<file path="config.mk">
export PLATFORM = sky130hd
export DESIGN_NAME = rwc_step_div
export DESIGN_NICKNAME = d
export VERILOG_FILES = /design/src/sv/rwc_pkg.sv /design/src/sv/rwc_step_div.sv
export SDC_FILE = /design/constraint.sdc
export NUM_CORES = 2
export LEC_CHECK = 0
export BUFFER_PORTS_ARGS = -buffer_cell sky130_fd_sc_hd__clkbuf_2
export CAP_MARGIN = 20
export CORE_AREA = 3 3 348 350
export CTS_CLUSTER_SIZE = 8
export DETAILED_ROUTE_END_ITERATION = 8
export DIE_AREA = 0 0 351 353
export PLACE_DENSITY = 0.82
export SLEW_MARGIN = 20
export SYNTH_ARGS = -nofsm -noshare
export SYNTH_HDL_FRONTEND = slang
export SYNTH_SLANG_ARGS = --single-unit
export TNS_END_PERCENT = 1
</file>
<file path="constraint.sdc">
create_clock -name clk -period 9.5 [get_ports clk]
set_clock_uncertainty 0.2 [all_clocks]
set_input_delay 1.425 -clock clk [delete_from_list [all_inputs] [get_ports clk]]
set_output_delay 1.425 -clock clk [all_outputs]
set_load 0.05 [all_outputs]
</file>
<file path="src/sv/rwc_pkg.sv">
// Shared types and constants for the raycast wall column setup block.
`default_nettype none
package rwc_pkg;

  localparam int FRAC_BITS = 16;
  localparam int TEX_MAX   = 1024;
  localparam int LH_W      = 16;
  localparam int Q26_W     = 26;
  localparam int COL_W     = 10;
  localparam int SH_W      = 13;
  localparam int TX_W      = 11;
  localparam int OFF_W     = LH_W - 1;

  localparam logic [LH_W-1:0]  LH_MAX  = '1;
  localparam logic [Q26_W-1:0] Q26_MAX = '1;
  localparam logic [COL_W-1:0] COL_MAX = COL_W'(TEX_MAX - 1);

  typedef enum logic [1:0] {
    TEX_NORTH = 2'd0,
    TEX_SOUTH = 2'd1,
    TEX_WEST  = 2'd2,
    TEX_EAST  = 2'd3
  } tex_sel_t;

  typedef enum logic [1:0] {
    CFG_SCREEN_H = 2'd0,
    CFG_TEX_W    = 2'd1,
    CFG_TEX_H    = 2'd2,
    CFG_NONE     = 2'd3
  } cfg_idx_t;

  typedef struct packed {
    tex_sel_t         sel;
    logic [COL_W-1:0] col;
  } tex_info_t;

  typedef struct packed {
    tex_info_t        tex;
    logic [LH_W-1:0]  lh;
    logic [SH_W-1:0]  ds;
    logic [SH_W-1:0]  de;
    logic [OFF_W-1:0] off;
  } row_info_t;

endpackage
`default_nettype wire

</file>
<file path="src/sv/rwc_step_div.sv">
// Texture step divider: one quotient bit per stage, twenty-six stages.
`default_nettype none
module rwc_step_div (
  input  wire logic                      clk,
  input  wire logic                      rst_n,
  input  wire logic                      in_v,
  input  wire logic [rwc_pkg::TX_W-1:0]  th,
  input  wire rwc_pkg::row_info_t        in_row,
  output logic                           out_v,
  output logic [rwc_pkg::Q26_W-1:0]      out_stp,
  output rwc_pkg::row_info_t             out_row
);

  localparam int N = rwc_pkg::Q26_W;

  logic               v_r   [N];
  logic               sat_r [N];
  logic [16:0]        r_r   [N];
  logic [N-1:0]       q_r   [N];
  rwc_pkg::row_info_t row_r [N];

  logic [16:0]  r_nxt [N];
  logic [N-1:0] q_nxt [N];
  logic [N-1:0] nbit;

  // dividend is th shifted up by FRAC_BITS; bits below that are zero
  genvar g;
  generate
    for (g = 0; g < N; g++) begin : g_nb
      if (g >= rwc_pkg::FRAC_BITS && g - rwc_pkg::FRAC_BITS < rwc_pkg::TX_W - 1) begin : g_th
        assign nbit[g] = th[g - rwc_pkg::FRAC_BITS];
      end else begin : g_z
        assign nbit[g] = 1'b0;
      end
    end
  endgenerate

  always_comb begin
    for (int k = 0; k < N; k++) begin
      logic [16:0]  rin;
      logic [16:0]  rs;
      logic [15:0]  dd;
      logic [N-1:0] qin;
      rin = (k == 0) ? {16'd0, th[rwc_pkg::TX_W-1]} : r_r[(k == 0) ? 0 : k - 1];
      dd  = (k == 0) ? in_row.lh : row_r[(k == 0) ? 0 : k - 1].lh;
      qin = (k == 0) ? '0 : q_r[(k == 0) ? 0 : k - 1];
      rs  = {rin[15:0], nbit[N-1-k]};
      if (rs >= {1'b0, dd}) begin
        r_nxt[k] = rs - {1'b0, dd};
        q_nxt[k] = {qin[N-2:0], 1'b1};
      end else begin
        r_nxt[k] = rs;
        q_nxt[k] = {qin[N-2:0], 1'b0};
      end
    end
  end

  always_ff @(posedge clk) begin
    if (!rst_n) begin
      for (int k = 0; k < N; k++) v_r[k] <= 1'b0;
    end else begin
      v_r[0] <= in_v;
      for (int k = 1; k < N; k++) v_r[k] <= v_r[k-1];
    end
    sat_r[0] <= (in_row.lh == '0) || ({15'd0, th} >= {in_row.lh, 10'd0});
    row_r[0] <= in_row;
    for (int k = 1; k < N; k++) begin
      sat_r[k] <= sat_r[k-1];
      row_r[k] <= row_r[k-1];
    end
    for (int k = 0; k < N; k++) begin
      r_r[k] <= r_nxt[k];
      q_r[k] <= q_nxt[k];
    end
  end

  assign out_v   = v_r[N-1];
  assign out_stp = sat_r[N-1] ? rwc_pkg::Q26_MAX : q_r[N-1];
  assign out_row = row_r[N-1];

endmodule
`default_nettype wire

</file>
Yosys cells after proc, flatten, opt, wreduce, memory -nomap -nowiden
Memory sizes are Yosys's and may differ from the RTL's.
Index checks and enable logic that the tools add are counted.

word-level totals
  word-level logic and storage cells = 167
  input bits = 83
  bits in writable memories = 2964
  flip-flop bits (word level) = 0
  output and inout bits = 96
  memories = 5

operators by class
  reductions and logical operators = 2
  muxes and demuxes = 81
  $lt $le $gt $ge = 27
  add/subtract/negate cells = 26
  bitwise logic cells = 26

memory list
  name   depth  width  read ports  clocked after memory_dff  wr ports  RTL line            source
  row_r  26     69     26          0                         26        rwc_step_div.sv:20  rwc_pkg::row_info_t row_r [N];
  q_r    26     26     26          0                         26        rwc_step_div.sv:19  logic [N-1:0] q_r [N];
  r_r    26     17     25          0                         26        rwc_step_div.sv:18  logic [16:0] r_r [N];
  sat_r  26     1      26          0                         26        rwc_step_div.sv:17  logic sat_r [N];
  v_r    26     1      26          0                         26        rwc_step_div.sv:16  logic v_r [N];

operator list
  cell              count
  $mux 17           26
  $ge 17x16->1      25
  $sub 17x16->17    25
  $mux 1            54
  $ge 11x26->1      1
  $mux 26           1
  $or 1x1->1        26
  $sub 2x16->17     1
  $ge 2x16->1       1
  $logic_not 16->1  1
  $logic_or 1x1->1  1

Depth between registers and ports, before layout
An unclocked memory read counts as a cell.

  depth after elaboration = 3
  gate-level depth with buffers = 12
  mapped depth without buffers = 11

Worst setup path after synthesis
Ideal clock, no wire load.

  path type = input to register
  start = in th[7] (netlist bit)
  end = mem r_r[2][9] (netlist: r_r[0][43])
  required time = 9.179 ns
  path buffers = 1
  setup time = 0.121 ns
  arrival time = 3.682 ns
  slack = 5.496 ns
  stages = 11
  path through = inv_1 > ha_1 > nor2b_1 > o21a_1 > o21ai_1 > a21oi_1 > a311oi_2 > a21oi_2 > a2111oi_4 > buf_6 > mux2_4

RTL lines
  element             RTL line            source
  start: declaration  rwc_step_div.sv:7   input wire logic [rwc_pkg::TX_W-1:0] th,
  end: declaration    rwc_step_div.sv:18

==> metrics.txt <==
Post-synth EDFFs=0; Final Hold Vio Count=0; first-pass GRT wire length=235000 µm; Clock Latency Late Sink=0.95 ns; DR DRC count=0; H-tree depth=5; gpl congestion=0.903; GRT met2 Usage=42.4%; P_int=21500 µW; Gate power share=18.3%; cts hold-fix bufs=0; MaxCap Viol Count=0; Power Density=329 nW/µm²; Worst setup EP type=flip-flop; final non-filler cell total=8091; iteration count of the initial detailed-routing pass=5; Slew @ Worst Pin=1.15 ns; CTS resizes=0; post-synth cell types=85; part of the power in registers=43.3%; cts bufs inserted=374; switching part of the total power=26.3%; fin. max-slew vios=0; Layout Nets=7050; post-detail-place hpwl=90300 µm; CP required=10.05 ns; post-CTS setup-driven buffer insertion count=0; number of global-route vias before repair=45300; max frequency=0.251 GHz; Min Clock Period, post-route=3.98 ns; final worst path period share=41.9%; CTS tree=yes; CTS Root Buffer Type=clkbuf_16; startpoint types=primary input; Core Rows=126; syn_area_per_cell=12.6 µm²; HP Class=reg -> reg; largest net degree at the start of global routing=33; maximum VDD drop=0.265 mV; total congestion overflow=0; RSZ-0062 raised after global routing=no; CTS clk-pin slew, worst paths=0.05 ns; num ports=179; Seq/Total Area, Yosys=67.7%; ys async rst share=0%; setup TNS=0 ns; Synth Cell Area=76800 µm²; Critical Path AT=4.53 ns; Clk pwr share=38.4%; dpl ws=4.90 ns; net count after synthesis=6615; via count=43000; leakage=0.0398 µW; final worst slack=5.52 ns; initial DRC count=2457; initial antenna violation count=1; Die W=351 µm; met1 GRT Util=28.2%; clock sink total=2597; clk buf depth=4; GR peak layer=met2; share of cells above drive strength 1=14.2%; synth warn=0; P_sw=7660 µW; GR Layer Usage met3=5.02%; main flop type after synthesis=dfxtp_1; port bufs=178; CP Max Fanout=9; vias per inst=5.32; synthesis-stage register bit count=2597; total track usage=23.9%; ANT nets after route=0; drt wl/cell=18.3 µm; Cells after Synth=6105; core area=118000 µm²; Final setup viols=0; Max-slew headroom=23.2%; area delta synth->final=15.3%; total die area=124000 µm²; critical path class=in -> reg; die height=353 µm; placed cells=7700; WL final=148000 µm; Initial Util=65.1%; status=complete, no violations
[worst max-delay path, cell delays in order]
cell and delay (ns):
clkbuf_2 0.11, inv_1 0.06, ha_1 0.24, nor2b_1 0.13
o21ai_1 0.10, a21oi_1 0.35, o41a_1 0.31, a221oi_2 0.13
a21boi_0 0.19, a2bb2oi_1 0.79, buf_4 0.34, mux2_2 0.36
[metal layers]
metal  vias up  routed length [µm]
met5         -                   0
met4         0                4290
met3       317                7250
met2      1174               74900
met1     20300               61700
li1      21200                   -
[per-stage QoR]
step | power [µW] | area (µm²) | utilization [%] | hold slack (ns)
2_1_floorplan | 16900 | 76800 | - | 0.110
3_3_place_gp | 17800 | 79000 | 66.9 | 0.109
3_5_place_dp | 18000 | 79000 | 66.9 | 0.112
4_1_cts | 29400 | 88600 | 75.0 | 0.0450
5_1_grt | 30500 | 88600 | 75.1 | 0.0487
6_report | 29200 | 88600 | 75.1 | 0.0571
[cell usage in the layout (no fill, tap or decap), types with 66 or more instances in the layout]
master     instances
o21a_1            70
inv_1            497
a21o_1            96
xor2_1            81
ha_1             402
nor2b_1           66
nor2_1           254
nor3_1            80
clkbuf_16        381
xnor2_1          174
clkbuf_2         178
o21ai_0          191
a21oi_1          202
nand2_1          215
mux2_2           254
dfxtp_1         2596
[path summary, 6_finish.rpt]
path	slack, ns	cells past startpoint	endpoint	start
hold reg to reg	0.06	0	row_r[0][304]	row_r[0][235]
hold / removal	0.06	0	row_r[0][304]	row_r[0][235]
setup reg to reg	5.60	10	r_r[0][71]	row_r[0][251]
setup / recovery	5.52	12	r_r[0][71]	th[5]
[cell usage after synthesis, types with 27 or more instances]
| cell | n | share of area, % |
|---|---|---|
| a211oi_1 | 41 | 0.40 |
| nand2_1 | 215 | 1.1 |
| and3_1 | 27 | 0.22 |
| o21a_1 | 70 | 0.68 |
| inv_1 | 497 | 2.4 |
| and2_1 | 43 | 0.35 |
| nand2b_1 | 54 | 0.44 |
| xnor2_1 | 174 | 2.0 |
| o21ai_0 | 191 | 1.2 |
| ha_1 | 402 | 6.5 |
| or3_1 | 29 | 0.24 |
| dfxtp_1 | 2597 | 68 |
| nor3_1 | 80 | 0.52 |
| buf_4 | 69 | 0.67 |
| a31oi_1 | 31 | 0.25 |
| a21oi_1 | 202 | 1.3 |
| nand3_1 | 61 | 0.40 |
| nor2_1 | 254 | 1.2 |
| mux2i_1 | 39 | 0.51 |
| mux2_2 | 254 | 3.7 |
| xor2_1 | 81 | 0.92 |
| clkbuf_1 | 35 | 0.17 |
| nor2b_1 | 66 | 0.54 |
| a21o_1 | 96 | 0.94 |
| or2_2 | 46 | 0.37 |
| nand4_1 | 49 | 0.40 |
[final cells by class]
class	count	area, µm²
well taps	1536	1920
clock inverters	7	105
fillers	7107	29500
inverters	497	1870
multi-input cells	2880	22200
repair buffers	190	981
clock buffers	383	9550
flip-flops and latches	2597	52000
diodes	1	2.50
[logic make-up (layout without fill, tap and decap cells)]
| kind of cell | count (synthesis) | after routing | synth area share, % |
|---|---|---|---|
| AO/OA/AOI/OAI | 899 | 899 | 7.83 |
| XOR/XNOR | 255 | 255 | 2.91 |
| adder cells (fa/ha/maj) | 427 | 427 | 7.20 |
| buffers and inverters | 628 | 1077 | 3.47 |
| flip-flops | 2597 | 2597 | 67.7 |
| multiplexers | 307 | 307 | 4.50 |
| other | 0 | 1 | 0 |
| AND/OR/NAND/NOR | 992 | 992 | 6.44 |
[power by group through the flow]
| stage | Combinational [µW] | Clock, µW | Sequential [µW] |
|---|---|---|---|
| floorplan | 4300 | 0 | 12600 |
| global placement | 5050 | 0 | 12800 |
| detailed placement | 5210 | 0 | 12800 |
| CTS | 5300 | 11500 | 12600 |
| global route | 5930 | 11900 | 12700 |
| finish | 5340 | 11200 | 12600 |
[state kept, by name, summed over array words and instances (netlist names)]
name / flops
q_r: 351
row_r: 1794
sat_r: 26
v_r: 26
r_r: 400
No activity file was read; power rests on OpenSTA's default activity.
