`config.mk`:
```
export PLATFORM = sky130hd
export DESIGN_NAME = rwc_tex_col
export DESIGN_NICKNAME = d
export VERILOG_FILES = /design/src/sv/rwc_pkg.sv /design/src/sv/rwc_tex_col.sv
export SDC_FILE = /design/constraint.sdc
export NUM_CORES = 2
export LEC_CHECK = 0
export BUFFER_PORTS_ARGS = -buffer_cell sky130_fd_sc_hd__buf_2
export CAP_MARGIN = 30
export CORE_ASPECT_RATIO = 1.2
export CORE_UTILIZATION = 25
export DETAILED_ROUTE_END_ITERATION = 7
export GPL_TIMING_DRIVEN = 0
export SLEW_MARGIN = 20
export SYNTH_ARGS = -nofsm -noshare
export SYNTH_HDL_FRONTEND = slang
export SYNTH_SLANG_ARGS = --single-unit
```
`constraint.sdc`:
```
create_clock -name clk -period 9.75 [get_ports clk]
set_clock_uncertainty 0.2 [all_clocks]
set_input_delay 1.95 -clock clk [delete_from_list [all_inputs] [get_ports clk]]
set_output_delay 1.95 -clock clk [all_outputs]
set_load 0.01 [all_outputs]
```
`src/sv/rwc_pkg.sv`:
```
// Shared types and constants for the raycast wall column setup block.
`default_nettype none
package rwc_pkg;

  localparam int FRAC_BITS = 16;
  localparam int TEX_MAX   = 1024;
  localparam int LH_W      = 16;
  localparam int Q26_W     = 26;
  localparam int COL_W     = 10;
  localparam int SH_W      = 13;
  localparam int TX_W      = 11;
  localparam int OFF_W     = LH_W - 1;

  localparam logic [LH_W-1:0]  LH_MAX  = '1;
  localparam logic [Q26_W-1:0] Q26_MAX = '1;
  localparam logic [COL_W-1:0] COL_MAX = COL_W'(TEX_MAX - 1);

  typedef enum logic [1:0] {
    TEX_NORTH = 2'd0,
    TEX_SOUTH = 2'd1,
    TEX_WEST  = 2'd2,
    TEX_EAST  = 2'd3
  } tex_sel_t;

  typedef enum logic [1:0] {
    CFG_SCREEN_H = 2'd0,
    CFG_TEX_W    = 2'd1,
    CFG_TEX_H    = 2'd2,
    CFG_NONE     = 2'd3
  } cfg_idx_t;

  typedef struct packed {
    tex_sel_t         sel;
    logic [COL_W-1:0] col;
  } tex_info_t;

  typedef struct packed {
    tex_info_t        tex;
    logic [LH_W-1:0]  lh;
    logic [SH_W-1:0]  ds;
    logic [SH_W-1:0]  de;
    logic [OFF_W-1:0] off;
  } row_info_t;

endpackage
`default_nettype wire

```
`src/sv/rwc_tex_col.sv`:
```
// Texture select and texture column pipeline (three stages).
`default_nettype none
module rwc_tex_col (
  input  wire logic                      clk,
  input  wire logic                      rst_n,
  input  wire logic                      in_v,
  input  wire logic [31:0]               wdist,
  input  wire logic                      side,
  input  wire logic signed [17:0]        dx,
  input  wire logic signed [17:0]        dy,
  input  wire logic [25:0]               px,
  input  wire logic [25:0]               py,
  input  wire logic [rwc_pkg::TX_W-1:0]  tw,
  output logic                           out_v,
  output logic [31:0]                    out_dist,
  output rwc_pkg::tex_info_t             out_tex
);

  logic                   v1_r, v2_r, v3_r;
  logic [31:0]            dist1_r, dist2_r, dist3_r;
  rwc_pkg::tex_sel_t      sel1_r, sel2_r;
  logic                   mir1_r, mir2_r;
  logic [15:0]            base1_r;
  logic [31:0]            prod1_r;
  logic [rwc_pkg::TX_W-1:0] colw2_r;
  rwc_pkg::tex_info_t     tex3_r;

  rwc_pkg::tex_sel_t      sel_nxt;
  logic                   mir_nxt;
  logic [17:0]            dir;
  logic [31:0]            prod_nxt;
  logic [31:0]            frac;
  logic [42:0]            fprod;
  logic [rwc_pkg::TX_W-1:0] cm;
  rwc_pkg::tex_info_t     tex_nxt;

  always_comb begin
    if (!side) begin
      sel_nxt = dx[17] ? rwc_pkg::TEX_NORTH : rwc_pkg::TEX_SOUTH;
      mir_nxt = !dx[17] && (dx != '0);
      dir     = dy;
    end else begin
      sel_nxt = dy[17] ? rwc_pkg::TEX_WEST : rwc_pkg::TEX_EAST;
      mir_nxt = dy[17];
      dir     = dx;
    end
    prod_nxt = 32'(wdist * {{14{dir[17]}}, dir});
  end

  assign frac  = {base1_r, 16'd0} + prod1_r;
  assign fprod = {11'd0, frac} * {32'd0, tw};

  always_comb begin
    cm = mir2_r ? (tw - colw2_r - 11'd1) : colw2_r;
    tex_nxt.sel = sel2_r;
    if (tw == '0) begin
      tex_nxt.col = '0;
    end else if (cm > {1'b0, rwc_pkg::COL_MAX}) begin
      tex_nxt.col = rwc_pkg::COL_MAX;
    end else begin
      tex_nxt.col = cm[rwc_pkg::COL_W-1:0];
    end
  end

  always_ff @(posedge clk) begin
    if (!rst_n) begin
      v1_r <= 1'b0;
      v2_r <= 1'b0;
      v3_r <= 1'b0;
    end else begin
      v1_r <= in_v;
      v2_r <= v1_r;
      v3_r <= v2_r;
    end
    dist1_r <= wdist;
    sel1_r  <= sel_nxt;
    mir1_r  <= mir_nxt;
    base1_r <= side ? px[15:0] : py[15:0];
    prod1_r <= prod_nxt;
    dist2_r <= dist1_r;
    sel2_r  <= sel1_r;
    mir2_r  <= mir1_r;
    colw2_r <= fprod[42:32];
    dist3_r <= dist2_r;
    tex3_r  <= tex_nxt;
  end

  assign out_v    = v3_r;
  assign out_dist = dist3_r;
  assign out_tex  = tex3_r;

endmodule
`default_nettype wire

```
; Word level (Yosys, flattened, before mapping)
; Index checks and enable logic that the tools add are counted.
[word_totals]
ff_bits = 176
latchBits = 0
mem_bits_rw = 0
mem_bits_ro = 0
input_bits = 135
output_inout_bits = 45
wordCells = 33
n_memories = 0
[op_classes]
add_sub_neg = 3
n_mul = 2
n_div = 0
n_lt_le_gt_ge = 1
eq_ne = 0
n_shift = 0
mux = 8
n_bitwise = 0
reduce_logical = 4
[ops]
columns = op, n
row1 = 32-bit by 11-bit multiplier with 43-bit output, 1
row2 = 32-bit adder, 1
row3 = 32-bit by 18-bit multiplier with 32-bit output, 1
row4 = 18-bit 2-to-1 mux, 1
row5 = 18-bit nonzero test, 1
row6 = 16-bit 2-to-1 mux, 1
row7 = 11-bit by 10-bit greater-than comparator with 1-bit output (second input constant), 1
row8 = 11-bit zero test, 1
row9 = 11-bit 2-to-1 mux, 1
row10 = 11-bit by 1-bit subtractor with 11-bit output (second input constant), 1
row11 = 11-bit subtractor, 1
row12 = 10-bit 2-to-1 mux, 1
row13 = 1-bit 2-to-1 mux, 3
row14 = 2-bit 2-to-1 mux, 1
row15 = 1-bit logical AND, 1
row16 = 1-bit zero test, 1

; Longest topological paths before layout
[depth]
word_depth = 5
depth_mapped = 29
depth_no_buf = 28

; Worst setup path before layout
; Ideal clock, no wire load.
[synth_timing]
kind = input port to flip-flop
from = input port side
to = register prod1_r[31]
setup_time_ns = 0.120
t_arrival_ns = 8.537
required_time_ns = 9.430
path_slack_ns = 0.893
stages = 25
n_path_buf = 4
cell_sequence = buf_2 > buf_2 > mux2_1 > clkbuf_1 > clkbuf_1 > nand2_1 > fa_1 > inv_1 > fa_1 > inv_1 > fa_1 > inv_1 > fa_1 > inv_1 > fa_1 > inv_1 > fa_1 > ha_1 > and3_1 > a2111o_1 > o32a_1 > a221o_1 > a2111oi_4 > a21oi_1 > xnor2_1
[synth_between]
elab_chain_cells = 2
[synth_lines]
columns = element, line_no
row1 = start: declaration, rwc_tex_col.sv:8  ; input wire logic side,
row2 = 18-bit 2-to-1 mux, rwc_tex_col.sv:38  ; if (!side) begin
row3 = 32-bit by 18-bit multiplier with 32-bit output, rwc_tex_col.sv:47  ; prod_nxt = 32'(wdist * {{14{dir[17]}}, dir});
row4 = via prod_nxt[31], rwc_tex_col.sv:31  ; logic [31:0] prod_nxt;
row5 = end signal: assignment, rwc_tex_col.sv:79  ; prod1_r <= prod_nxt;
row6 = end: declaration, rwc_tex_col.sv:24  ; logic [31:0] prod1_r;
; The timed path passes the listed nets, and every way through them passes these cells.
; A chain may end at the register's enable or synchronous reset.

; Final worst setup path
; Same ends and word-level chain as after synthesis.

==> reports/metrics.cfg <==
[sta]
fmax_mhz=105.3
rsz0062_at_grt=false
period_needed_ps=9493
layout_setup_ws_ps=257.0
tightest_slew_ps=860.3
setup_viol=0
fin_crit_sh_pct=97.36
timing.slew.headroom_pct=41.42
drv_slew=0
hold_viol=0

[min_path]
worstHoldStart=sel2_r[0]
min_to=out_tex[10]
hold_path.class=reg -> reg
whs_path_depth=0

[grt]
antenna_found_initial=11
grt_max_degree=21
gr-usage-all-layers_pct=14.77
grt_pass1_wl_um=124400
first_global_vias=21715
overflow=0

[floorplan]
dieArea_um2=111800
core_area_um2=109500
die_width_um=305.5
rows=133
io_pins=180
start_util_pct=25.23
dieHeight_um=366.1

[clock_network]
clock_sinks=176
clk_latency_ps=530
ctsLongestPathBuffers=2
post_cts_buffers=0
clkSlewWorstSetupHoldPaths_ps=80
numCtsBuffers=17
htreeDepth=4
cts_tree=built
cts_root_buf=clkbuf_16

[logic_synthesis]
seq_area_frac_synth_pct=12.75
synth_ff_type=dfxtp_1
netlist_area_um2=27630
syn_avg_cell_area_um2=9.358
ys_ff_latch=176
synthesis.nets=3887
syn-instance-count=2952
ys.warnings.count=0
async_flop_share_pct=0
synth-edff-count=0
ys_types=56

[layout]
area_growth_pct=11.84
final_nets=4065
drive_above_1_share_pct=8.113
fin_cells=4560
diodes=0

[drt]
detail-route-antenna-nets=0
drt-vias-per-instance=4.392
vias=20026
routed_wl_um=79810
dr_wl_met2_um=38810
wl_per_cell_um=17.50
initialDrtViolationCount=1068
wl_met3_um=5236
drc=0
wl_met1_um=32470
top_layer=met4
firstDrtPassIters=6

[placement]
portBuffers=158
place_inst=4530
pre_cts_slack_ps=-792.0
dpl.hpwl_um=67220
place.gp.congestion=0.8960

[worst_setup_path]
critPathKind=in -> reg
rrSetupSlack_ps=1460
worst-path-buf-inv=7
cp-start-kind=input port
cp.arrival_ps=9700
r2r_start=base1_r[1]
path_max_fanout=10
cp.required_ps=9960
crit_family=adder cells
cp_common_cell=fa_1
cp-end-kind=flop
slowest_stage=fa_1
r2r_cells=25
crit_chain=buf_2 > buf_2 > buf_2 > mux2_2 > clkbuf_1 > nand2_1 > fa_1 > fa_1 > inv_1 > fa_1 > inv_1 > fa_1 > fa_1 > fa_1 > inv_1 > ha_1 > and3_1 > a2111o_1 > o32a_1 > a221o_1 > a2111oi_4 > a21oi_1 > xnor2_1
r2r_end=colw2_r[10]
slowest_delay_ps=580

[run]
drv_cap=0

[status]
status=complete, no violations

## kinds of logic after synthesis
group	after synthesis	synth area share, %
simple gates	916	15.84
fa+ha+maj	800	52.62
buf+inv	761	10.35
flops	176	12.75
compound gates	171	4.072
xor+xnor	90	2.853
mux	38	1.513
## how the worst max path moves through the flow
stage               start          end  slack [ps]  cells past startpoint
floorplan            side  prod1_r[31]         890                     25
global placement     side  prod1_r[31]        -850                     24
detailed placement   side  prod1_r[31]        -790                     26
CTS                  side  prod1_r[31]           2                     26
global route         side  prod1_r[31]          40                     23
finish               side  prod1_r[31]         260                     23
## timing repair
action | in CTS | in global routing
setup endpoints to repair | 4 | 3
cloned | 0 | 0
hold buffers | 0 | 0
gates resized for setup | 6 | 12
## flip-flops by register name (all words and copies together) (netlist names)
signal / flops
base1_r: 16
colw2_r: 11
dist1_r: 32
dist2_r: 32
mir1_r: 1
mir2_r: 1
out_dist: 32
out_tex: 12
out_v: 1
prod1_r: 32
sel1_r: 2
sel2_r: 2
v1_r: 1
v2_r: 1
## final cells by class
cell class	instances	area, um^2
Multi-Input combinational cell	2015	21290
Buffer	140	540.5
Sequential cell	176	3523
Tap cell	1417	1773
Clock inverter	15	210.2
Timing Repair Buffer	162	818.3
Fill cell	11627	78600
Inverter	618	2320
Clock buffer	17	425.4
## stage by stage
step | cell area, um^2 | TNS [ps] | util, % | hold WS, ps
finish | 30900 | 0 | 28.22 | 122.1
global route | 30900 | 0 | 28.22 | 127.3
CTS | 30890 | 0 | 28.21 | 122.9
detailed placement | 30230 | -3620 | 27.61 | 112.1
global placement | 30190 | -3368 | 27.57 | 110.1
floorplan | 27630 | 0 | - | 109.6
## cells in the mapped netlist, types with 8 or more instances
cell,count,share of area [%]
mux2i_1,8,0.29
nor2_1,41,0.56
o21ai_1,9,0.16
nand2b_1,15,0.34
nor4_1,10,0.23
mux2_2,29,1.2
and2_1,221,5.0
dfxtp_1,176,13
o21bai_1,8,0.22
clkbuf_1,129,1.8
fa_1,603,44
xnor2_1,70,2.2
nor2b_1,64,1.4
nor3_1,13,0.24
a211oi_1,8,0.22
o21ai_0,20,0.36
o21a_1,14,0.38
buf_1,12,0.16
a21o_1,17,0.46
xor2_1,20,0.63
a21oi_1,55,1.0
nor3b_1,9,0.24
nand3_1,14,0.25
inv_1,618,8.4
or2_2,11,0.25
nand2_1,495,6.7
ha_1,197,8.9
## cell usage in the layout, fill, tap and decap left out, types with 8 or more instances in the layout
cell type	instances
o21a_1	14
nor3_1	13
o21ai_1	9
a21oi_1	55
nand3_1	14
o21bai_1	8
mux2_2	30
nor2b_1	64
ha_1	197
nand2b_1	15
inv_1	618
clkbuf_2	9
nor2_1	41
xnor2_1	70
or2_2	11
xor2_1	20
fa_1	603
buf_2	162
clkbuf_16	17
a21o_1	17
nand2_1	495
dfxtp_1	176
nor3b_1	9
a211oi_1	8
o21ai_0	20
and2_1	221
clkbuf_1	117
buf_1	12
## worst reg2reg max path, delay by kind of cell (launching register included)
kind	cells	cell delay, ps
AND/OR/NAND/NOR	3	610
adder cells (fa/ha/maj)	7	3110
AO/OA/AOI/OAI	11	3360
flip-flops	1	400
buffers and inverters	4	560
## layer usage
metal  global-route usage, %  vias up
met3                   3.667      166
met1                   17.54    10175
met4                   5.885        0
met2                   25.36      628
li1                        -     9057
met5                       0        -
Power is left out: the tool's default activity adds up to more than one toggle a clock period on the data nets, which glitch-free logic cannot reach.
