File: src/sv/rwc_pkg.sv
// Shared types and constants for the raycast wall column setup block.
`default_nettype none
package rwc_pkg;

  localparam int FRAC_BITS = 16;
  localparam int TEX_MAX   = 1024;
  localparam int LH_W      = 16;
  localparam int Q26_W     = 26;
  localparam int COL_W     = 10;
  localparam int SH_W      = 13;
  localparam int TX_W      = 11;
  localparam int OFF_W     = LH_W - 1;

  localparam logic [LH_W-1:0]  LH_MAX  = '1;
  localparam logic [Q26_W-1:0] Q26_MAX = '1;
  localparam logic [COL_W-1:0] COL_MAX = COL_W'(TEX_MAX - 1);

  typedef enum logic [1:0] {
    TEX_NORTH = 2'd0,
    TEX_SOUTH = 2'd1,
    TEX_WEST  = 2'd2,
    TEX_EAST  = 2'd3
  } tex_sel_t;

  typedef enum logic [1:0] {
    CFG_SCREEN_H = 2'd0,
    CFG_TEX_W    = 2'd1,
    CFG_TEX_H    = 2'd2,
    CFG_NONE     = 2'd3
  } cfg_idx_t;

  typedef struct packed {
    tex_sel_t         sel;
    logic [COL_W-1:0] col;
  } tex_info_t;

  typedef struct packed {
    tex_info_t        tex;
    logic [LH_W-1:0]  lh;
    logic [SH_W-1:0]  ds;
    logic [SH_W-1:0]  de;
    logic [OFF_W-1:0] off;
  } row_info_t;

endpackage
`default_nettype wire

File: src/sv/rwc_lh_div.sv
// Slice height divider: one quotient bit per stage, sixteen stages.
`default_nettype none
module rwc_lh_div (
  input  wire logic                      clk,
  input  wire logic                      rst_n,
  input  wire logic                      in_v,
  input  wire logic [31:0]               wdist,
  input  wire logic [rwc_pkg::SH_W-1:0]  h,
  input  wire rwc_pkg::tex_info_t        in_tex,
  output logic                           out_v,
  output logic [rwc_pkg::LH_W-1:0]       out_lh,
  output rwc_pkg::tex_info_t             out_tex
);

  localparam int N = rwc_pkg::LH_W;

  logic               v_r   [N];
  logic               sat_r [N];
  logic [32:0]        r_r   [N];
  logic [31:0]        d_r   [N];
  logic [N-1:0]       q_r   [N];
  rwc_pkg::tex_info_t tex_r [N];

  logic [32:0]  r_nxt [N];
  logic [N-1:0] q_nxt [N];

  always_comb begin
    for (int k = 0; k < N; k++) begin
      logic [32:0] rin;
      logic [32:0] rs;
      logic [31:0] dd;
      logic [N-1:0] qin;
      rin = (k == 0) ? {20'd0, h} : r_r[(k == 0) ? 0 : k - 1];
      dd  = (k == 0) ? wdist : d_r[(k == 0) ? 0 : k - 1];
      qin = (k == 0) ? '0 : q_r[(k == 0) ? 0 : k - 1];
      rs  = {rin[31:0], 1'b0};
      if (rs >= {1'b0, dd}) begin
        r_nxt[k] = rs - {1'b0, dd};
        q_nxt[k] = {qin[N-2:0], 1'b1};
      end else begin
        r_nxt[k] = rs;
        q_nxt[k] = {qin[N-2:0], 1'b0};
      end
    end
  end

  always_ff @(posedge clk) begin
    if (!rst_n) begin
      for (int k = 0; k < N; k++) v_r[k] <= 1'b0;
    end else begin
      v_r[0] <= in_v;
      for (int k = 1; k < N; k++) v_r[k] <= v_r[k-1];
    end
    sat_r[0] <= (wdist == '0) || ({19'd0, h} >= wdist);
    d_r[0]   <= wdist;
    tex_r[0] <= in_tex;
    for (int k = 1; k < N; k++) begin
      sat_r[k] <= sat_r[k-1];
      d_r[k]   <= d_r[k-1];
      tex_r[k] <= tex_r[k-1];
    end
    for (int k = 0; k < N; k++) begin
      r_r[k] <= r_nxt[k];
      q_r[k] <= q_nxt[k];
    end
  end

  assign out_v   = v_r[N-1];
  assign out_lh  = sat_r[N-1] ? rwc_pkg::LH_MAX : q_r[N-1];
  assign out_tex = tex_r[N-1];

endmodule
`default_nettype wire

File: config.mk
export PLATFORM = sky130hd
export DESIGN_NAME = rwc_lh_div
export DESIGN_NICKNAME = d
export VERILOG_FILES = /design/src/sv/rwc_pkg.sv /design/src/sv/rwc_lh_div.sv
export SDC_FILE = /design/constraint.sdc
export NUM_CORES = 2
export LEC_CHECK = 0
export ABC_AREA = 0
export BUFFER_PORTS_ARGS = -buffer_cell sky130_fd_sc_hd__buf_4
export CAP_MARGIN = 20
export CORE_MARGIN = 2
export CORE_UTILIZATION = 40
export DETAILED_ROUTE_END_ITERATION = 10
export PLACE_DENSITY = 0.64
export SYNTH_ARGS = -nofsm -noshare
export SYNTH_HDL_FRONTEND = slang
export SYNTH_SLANG_ARGS = --single-unit
File: constraint.sdc
create_clock -name clk -period 3.65 [get_ports clk]
set_input_delay 0.365 -clock clk [delete_from_list [all_inputs] [get_ports clk]]
set_output_delay 0.365 -clock clk [all_outputs]
set_load 0.02 [all_outputs]
== After elaboration in Yosys (flattened, before gate mapping) ==
Memory sizes are Yosys's and may differ from the RTL's.
Index checks and enable logic that the tools add are counted.

* Add/subtract/negate cells: 16
* $lt $le $gt $ge: 17
* Multiplexer cells: 51
* Bitwise operators: 16
* Reduce and logical (&&, ||, !) cells: 2

{| class="wikitable"
|+ Operator list
! cell !! count
|-
| 2-to-1 mux 33 bit || 16
|-
| >= comparator 33 x 32 -> 1 bit || 15
|-
| subtractor 33 x 32 -> 33 bit || 15
|-
| 2-to-1 mux 1 bit || 34
|-
| subtractor 14 x 32 -> 33 bit || 1
|-
| >= comparator 13 x 32 -> 1 bit || 1
|-
| >= comparator 14 x 32 -> 1 bit || 1
|-
| logical NOT 32 bit || 1
|-
| 2-to-1 mux 16 bit || 1
|-
| OR 1 bit || 16
|-
| logical OR 1 bit || 1
|}

* Register bits: 0
* Memory bits (writable): 1520
* Output and inout port bits: 29
* Word-level logic and storage cells: 108
* Memories: 6

{| class="wikitable"
|+ Memories
! memory !! depth !! bits a word !! read ports !! clocked after Yosys merged registers in !! write ports !! RTL line !! RTL
|-
| r_r || 16 || 33 || 15 || 0 || 16 || rwc_lh_div.sv:19 || <nowiki>logic [32:0] r_r [N];</nowiki>
|-
| d_r || 16 || 32 || 15 || 0 || 16 || rwc_lh_div.sv:20 || <nowiki>logic [31:0] d_r [N];</nowiki>
|-
| q_r || 16 || 16 || 16 || 0 || 16 || rwc_lh_div.sv:21 || <nowiki>logic [N-1:0] q_r [N];</nowiki>
|-
| tex_r || 16 || 12 || 16 || 0 || 16 || rwc_lh_div.sv:22 || <nowiki>rwc_pkg::tex_info_t tex_r [N];</nowiki>
|-
| sat_r || 16 || 1 || 16 || 0 || 16 || rwc_lh_div.sv:18 || <nowiki>logic sat_r [N];</nowiki>
|-
| v_r || 16 || 1 || 16 || 0 || 16 || rwc_lh_div.sv:17 || <nowiki>logic v_r [N];</nowiki>
|}

== Logic depth before layout (Yosys ltp) ==
An unclocked memory read counts as a cell.

* Word-level depth: 3
* Mapped depth: 15

== Worst setup path before layout ==
OpenSTA, ideal clock, no wires.

* Path type: register -> register
* Start: mem d_r[2][1] (netlist: d_r[0][65])
* End: mem r_r[3][26] (netlist: r_r[0][125])
* Setup time: 0.121 ns
* Arrival time: 3.231 ns
* Data required time: 3.529 ns
* Setup slack: 0.299 ns
* Stages on the path, launching flop included: 14
* Path buffers: 1
* Clock period less this slack: 3.351 ns
* Cells stage by stage: dfxtp_1 inv_1 ha_1 nor2b_1 o31a_1 o311ai_1 a21oi_1 o32ai_1 o21ai_1 o21ai_0 a21oi_1 a2111oi_4 buf_2 mux2_2

{| class="wikitable"
|+ RTL lines
! item !! RTL line
|-
| from (decl) || rwc_lh_div.sv:20
|-
| to (decl) || rwc_lh_div.sv:19
|}

==> run_summary.xml <==
<?xml version="1.0" encoding="UTF-8"?>
<metrics>
  <group name="worst_setup_path">
    <metric name="worst_path_max_delay_cell" unit="">sky130_fd_sc_hd__or4_4</metric>
    <metric name="cp.arrival" unit="ns">4.23</metric>
    <metric name="worstPathBufferInverterCount" unit="">2</metric>
    <metric name="regToRegStartpoint" unit="">d_r[0][33]</metric>
    <metric name="critical-path-top-delay-family" unit="">simple AND/OR/NAND/NOR gates</metric>
    <metric name="timing.reg2reg.worst_path_depth" unit="">13</metric>
    <metric name="worst_setup_path_start_kind" unit="">register</metric>
    <metric name="crit_path_cell_trace" unit="">inv_1 &gt; ha_1 &gt; nor2b_1 &gt; o211ai_1 &gt; a31oi_2 &gt; a311oi_4 &gt; a21oi_2 &gt; and4_4 &gt; nor3_4 &gt; a21oi_2 &gt; or4_4 &gt; clkbuf_16 &gt; mux2_4</metric>
    <metric name="max_stage_delay_on_crit_path" unit="ns">0.64</metric>
    <metric name="critical_path.reg2reg.endpoint" unit="">r_r[0][96]</metric>
    <metric name="critical-path-top-cell-by-count" unit="">sky130_fd_sc_hd__a21oi_2</metric>
    <metric name="timing.critical_path.required" unit="ns">4.33</metric>
    <metric name="reg2reg_slack" unit="ns">0.10</metric>
    <metric name="setup.worst_path.end_class" unit="">register</metric>
    <metric name="setup.worst_path.class" unit="">register to register</metric>
    <metric name="critical_path_peak_fanout" unit="">8</metric>
  </group>
  <group name="drt">
    <metric name="detail_route.drc_violations" unit="">0</metric>
    <metric name="wirelength" unit="um">128300</metric>
    <metric name="drtAntennaViolNets" unit="">0</metric>
    <metric name="dr_total_vias" unit="">41720</metric>
    <metric name="first_pass_iters" unit="">7</metric>
    <metric name="detailedRoute.firstIterationViolations" unit="">2209</metric>
    <metric name="routed_via_density" unit="">4.990</metric>
    <metric name="route.detailed.wl_per_inst" unit="um">15.35</metric>
  </group>
  <group name="timing">
    <metric name="finClkSkew" unit="ns">0.04392</metric>
    <metric name="period_minus_slack" unit="ns">3.550</metric>
    <metric name="timing.final.max_slew_violations" unit="">0</metric>
    <metric name="hold_slack" unit="ns">0.1989</metric>
    <metric name="final-hold-violation-count" unit="">0</metric>
    <metric name="max_slew.worst_pin.slew" unit="ns">0.8083</metric>
    <metric name="fmax" unit="MHz">281.7</metric>
    <metric name="period_share" unit="%">97.26</metric>
    <metric name="timing.max_slew.rel_slack" unit="%">46.11</metric>
    <metric name="count_of_final_setup_violators" unit="">0</metric>
  </group>
  <group name="cts">
    <metric name="maximum_level_of_the_cts_h_tree" unit="">4</metric>
    <metric name="bufs_on_longest_clock_path" unit="">3</metric>
    <metric name="clockRootBuffer" unit="">sky130_fd_sc_hd__clkbuf_16</metric>
    <metric name="worstSkewPairLatency" unit="ns">0.80</metric>
    <metric name="cts_made_buffers" unit="">143</metric>
    <metric name="cts_num_sinks" unit="">1320</metric>
    <metric name="cts_tree" unit="">built</metric>
    <metric name="clk_pin_slew_worst_paths" unit="ns">0.06</metric>
  </group>
  <group name="hold_path">
    <metric name="holdCritStartpoint" unit="">in_tex[2]</metric>
    <metric name="type_of_the_tightest_min_delay_check" unit="">primary input to register</metric>
    <metric name="holdPathEnd" unit="">tex_r[0][2]</metric>
    <metric name="hold_path_depth" unit="">2</metric>
  </group>
  <group name="yosys">
    <metric name="netlist-cell-type-count" unit="">97</metric>
    <metric name="yosys.cell_count.top_type" unit="">sky130_fd_sc_hd__dfxtp_1</metric>
    <metric name="syn-cell-area" unit="um2">57910</metric>
    <metric name="post-synth-top-area-fraction" unit="%">45.63</metric>
    <metric name="synth-edff-count" unit="">0</metric>
    <metric name="seq_area_frac_synth" unit="%">45.63</metric>
    <metric name="synth-warning-count" unit="">0</metric>
    <metric name="number_of_instances_in_the_synthesized_netlist" unit="">6056</metric>
    <metric name="post_synth_most_frequent_cells" unit="">sky130_fd_sc_hd__dfxtp_1 (1320), sky130_fd_sc_hd__inv_1 (606), sky130_fd_sc_hd__ha_1 (506)</metric>
    <metric name="synthArstFlopShare" unit="%">0</metric>
    <metric name="postSynthNetCount" unit="">6637</metric>
    <metric name="synth.avg_cell_area" unit="um2">9.562</metric>
    <metric name="post-synth-top-area-cell" unit="">sky130_fd_sc_hd__dfxtp_1</metric>
    <metric name="synth.top_cells.by_area" unit="">sky130_fd_sc_hd__dfxtp_1 (46%), sky130_fd_sc_hd__ha_1 (11%), sky130_fd_sc_hd__a21oi_1 (4.1%)</metric>
    <metric name="yosys_register_bits" unit="">1320</metric>
    <metric name="synth_top_flop_cell" unit="">sky130_fd_sc_hd__dfxtp_1</metric>
  </group>
  <group name="cells_and_area">
    <metric name="fill_cells" unit="">13430</metric>
    <metric name="antenna_cells_inserted" unit="">0</metric>
    <metric name="final_nets" unit="">6928</metric>
    <metric name="drive_above_1_share" unit="%">12.06</metric>
    <metric name="final_core_utilization" unit="%">47.25</metric>
    <metric name="synthToLayoutAreaGrowth" unit="%">17.22</metric>
  </group>
  <group name="floorplan">
    <metric name="die_width" unit="um">384.5</metric>
    <metric name="boundaryPins" unit="">89</metric>
    <metric name="initial_core_utilization" unit="%">40.31</metric>
    <metric name="core_region_area" unit="um2">143700</metric>
    <metric name="dieArea" unit="um2">147800</metric>
    <metric name="placement_rows" unit="">139</metric>
    <metric name="floorplan.die.height" unit="um">384.5</metric>
  </group>
  <group name="power">
    <metric name="power.density" unit="nW/um2">530.7</metric>
    <metric name="power.net_switching" unit="mW">9.060</metric>
    <metric name="p_int" unit="mW">26.97</metric>
    <metric name="design_power_total" unit="mW">36.03</metric>
    <metric name="max-vdd-ir-drop" unit="uV">365.5</metric>
    <metric name="cellLeakagePower" unit="nW">32.13</metric>
    <metric name="power.switching_fraction" unit="%">25.15</metric>
    <metric name="power_frac_seq" unit="%">43.2</metric>
    <metric name="part_of_the_total_power_dissipated_in_combinational_logic" unit="%">13.4</metric>
    <metric name="power.share.clock" unit="%">43.4</metric>
  </group>
  <group name="outcome">
    <metric name="outcome" unit="">completed</metric>
  </group>
  <group name="placed_design">
    <metric name="placement.io_buffers" unit="">88</metric>
    <metric name="finalWeightedCongestion" unit="">0.9330</metric>
    <metric name="place_hpwl" unit="um">98530</metric>
  </group>
  <group name="global_routing">
    <metric name="vias_in_the_first_global_route" unit="">42430</metric>
    <metric name="grt_first_pass_wirelength" unit="um">206000</metric>
    <metric name="antenna_violations_before_repair" unit="">1</metric>
    <metric name="grt_start_max_net_pins" unit="">60</metric>
    <metric name="overall_global_routing_usage" unit="%">17.12</metric>
    <metric name="gr-total-overflow" unit="">0</metric>
  </group>
  <group name="job">
    <metric name="max_cap_violations" unit="">0</metric>
  </group>
</metrics>
[kinds of logic after synthesis]
family	after synthesis	share of synthesized area, %
xor gates and xnor gates	385	5.823
adders and majority gates	521	11.45
muxes	206	4.164
and+or+nand+nor	1310	10.79
AOI/OAI and AO/OA	1547	16.92
buffers and inverters	767	5.220
DFF	1320	45.63
[layer usage]
layer | global-route usage (%) | share of wire [%]
met5 | 0 | 0
met4 | 9.455 | 5.3
met3 | 2.983 | 3.2
met2 | 32.96 | 53
met1 | 17.26 | 39
[placed cells by master (no fill, tap or decap), drive strengths merged, types with 30 or more instances in the layout]
| cell | n |
|---|---|
| a21o | 222 |
| o21bai | 60 |
| a31oi | 54 |
| nor2b | 71 |
| o21ai | 389 |
| nand4 | 68 |
| ha | 506 |
| nor2 | 287 |
| inv | 613 |
| nand2 | 452 |
| clkinv | 31 |
| xnor2 | 232 |
| nand3 | 111 |
| or2 | 30 |
| dlygate4sd3 | 60 |
| clkbuf | 194 |
| o21a | 53 |
| dfxtp | 1320 |
| and2 | 39 |
| nand2b | 62 |
| xor2 | 153 |
| and3 | 50 |
| o31ai | 35 |
| a211oi | 39 |
| mux2 | 198 |
| a21oi | 473 |
| nor3 | 59 |
| buf | 240 |
[power by group through the flow]
stage                     registers [mW]  clock network (mW)  logic (mW)
after global placement              15.9                   0        4.62
after global routing                15.7                16.8        5.37
after floorplan                     15.7                   0        3.50
after CTS                           15.6                16.2        4.77
final                               15.6                15.6        4.81
after detailed placement            15.9                   0        4.69
[registers in the layout, summed over array words and instances, names as in the netlist]
register,count
d_r,480
r_r,480
tex_r,192
q_r,136
sat_r,16
v_r,16
[how the worst max path moves through the flow]
stage | startpoint | end | slack [ns] | cells after the start
CTS | d_r[1][1] | r_r[1][57] | 0.02 | 13
global placement | d_r[0][65] | r_r[0][102] | -0.08 | 15
finish | d_r[0][33] | r_r[0][96] | 0.10 | 13
global route | d_r[1][142] | r_r[1][172] | -0.03 | 14
floorplan | d_r[0][65] | r_r[0][125] | 0.30 | 13
detailed placement | d_r[0][65] | r_r[0][110] | -0.10 | 15
[worst reg2reg max path, delay by kind of cell (launching register included)]
kind                       cells  cell delay, ns
AOI/OAI and AO/OA              5            1.13
adders and majority gates      1            0.28
muxes                          1            0.30
buffers and inverters          2            0.27
and+or+nand+nor                4            1.15
DFF                            1            0.32
[metrics by stage]
step                      std cells  setup slack, ns  setup TNS [ns]  instance area, um2
after detailed placement       8025          -0.1036          -2.499               61520
after CTS                      8346          0.02221               0               67470
after floorplan                6056           0.2985               0               57910
after global routing           8362         -0.03212         -0.1298               67880
final                          8362           0.1001               0               67880
after global placement         8025         -0.08283          -2.260               61520
[timing repair]
action / 4_1_cts / 5_1_grt
pin swaps: 1 / 17
hold buffers: 60 / 0
resized for setup: 3 / 47
endpoints found under the setup margin: 32 / 156
endpoints found under the hold margin: 84 / 0
gates cloned: 2 / 6
buffers inserted: 2 / 11
[area by class of cell]
class,instances,area (um2),share of cell area (%)
multi-input cells,3969,28770,42.39
flip-flops and latches,1320,26430,38.93
clock buffers,189,4011,5.909
repair buffers,306,2750,4.051
well taps,1903,2381,3.508
inverters,607,2278,3.356
clock inverters,68,1261,1.858
Note: power is estimated with default switching activity, not from simulation.
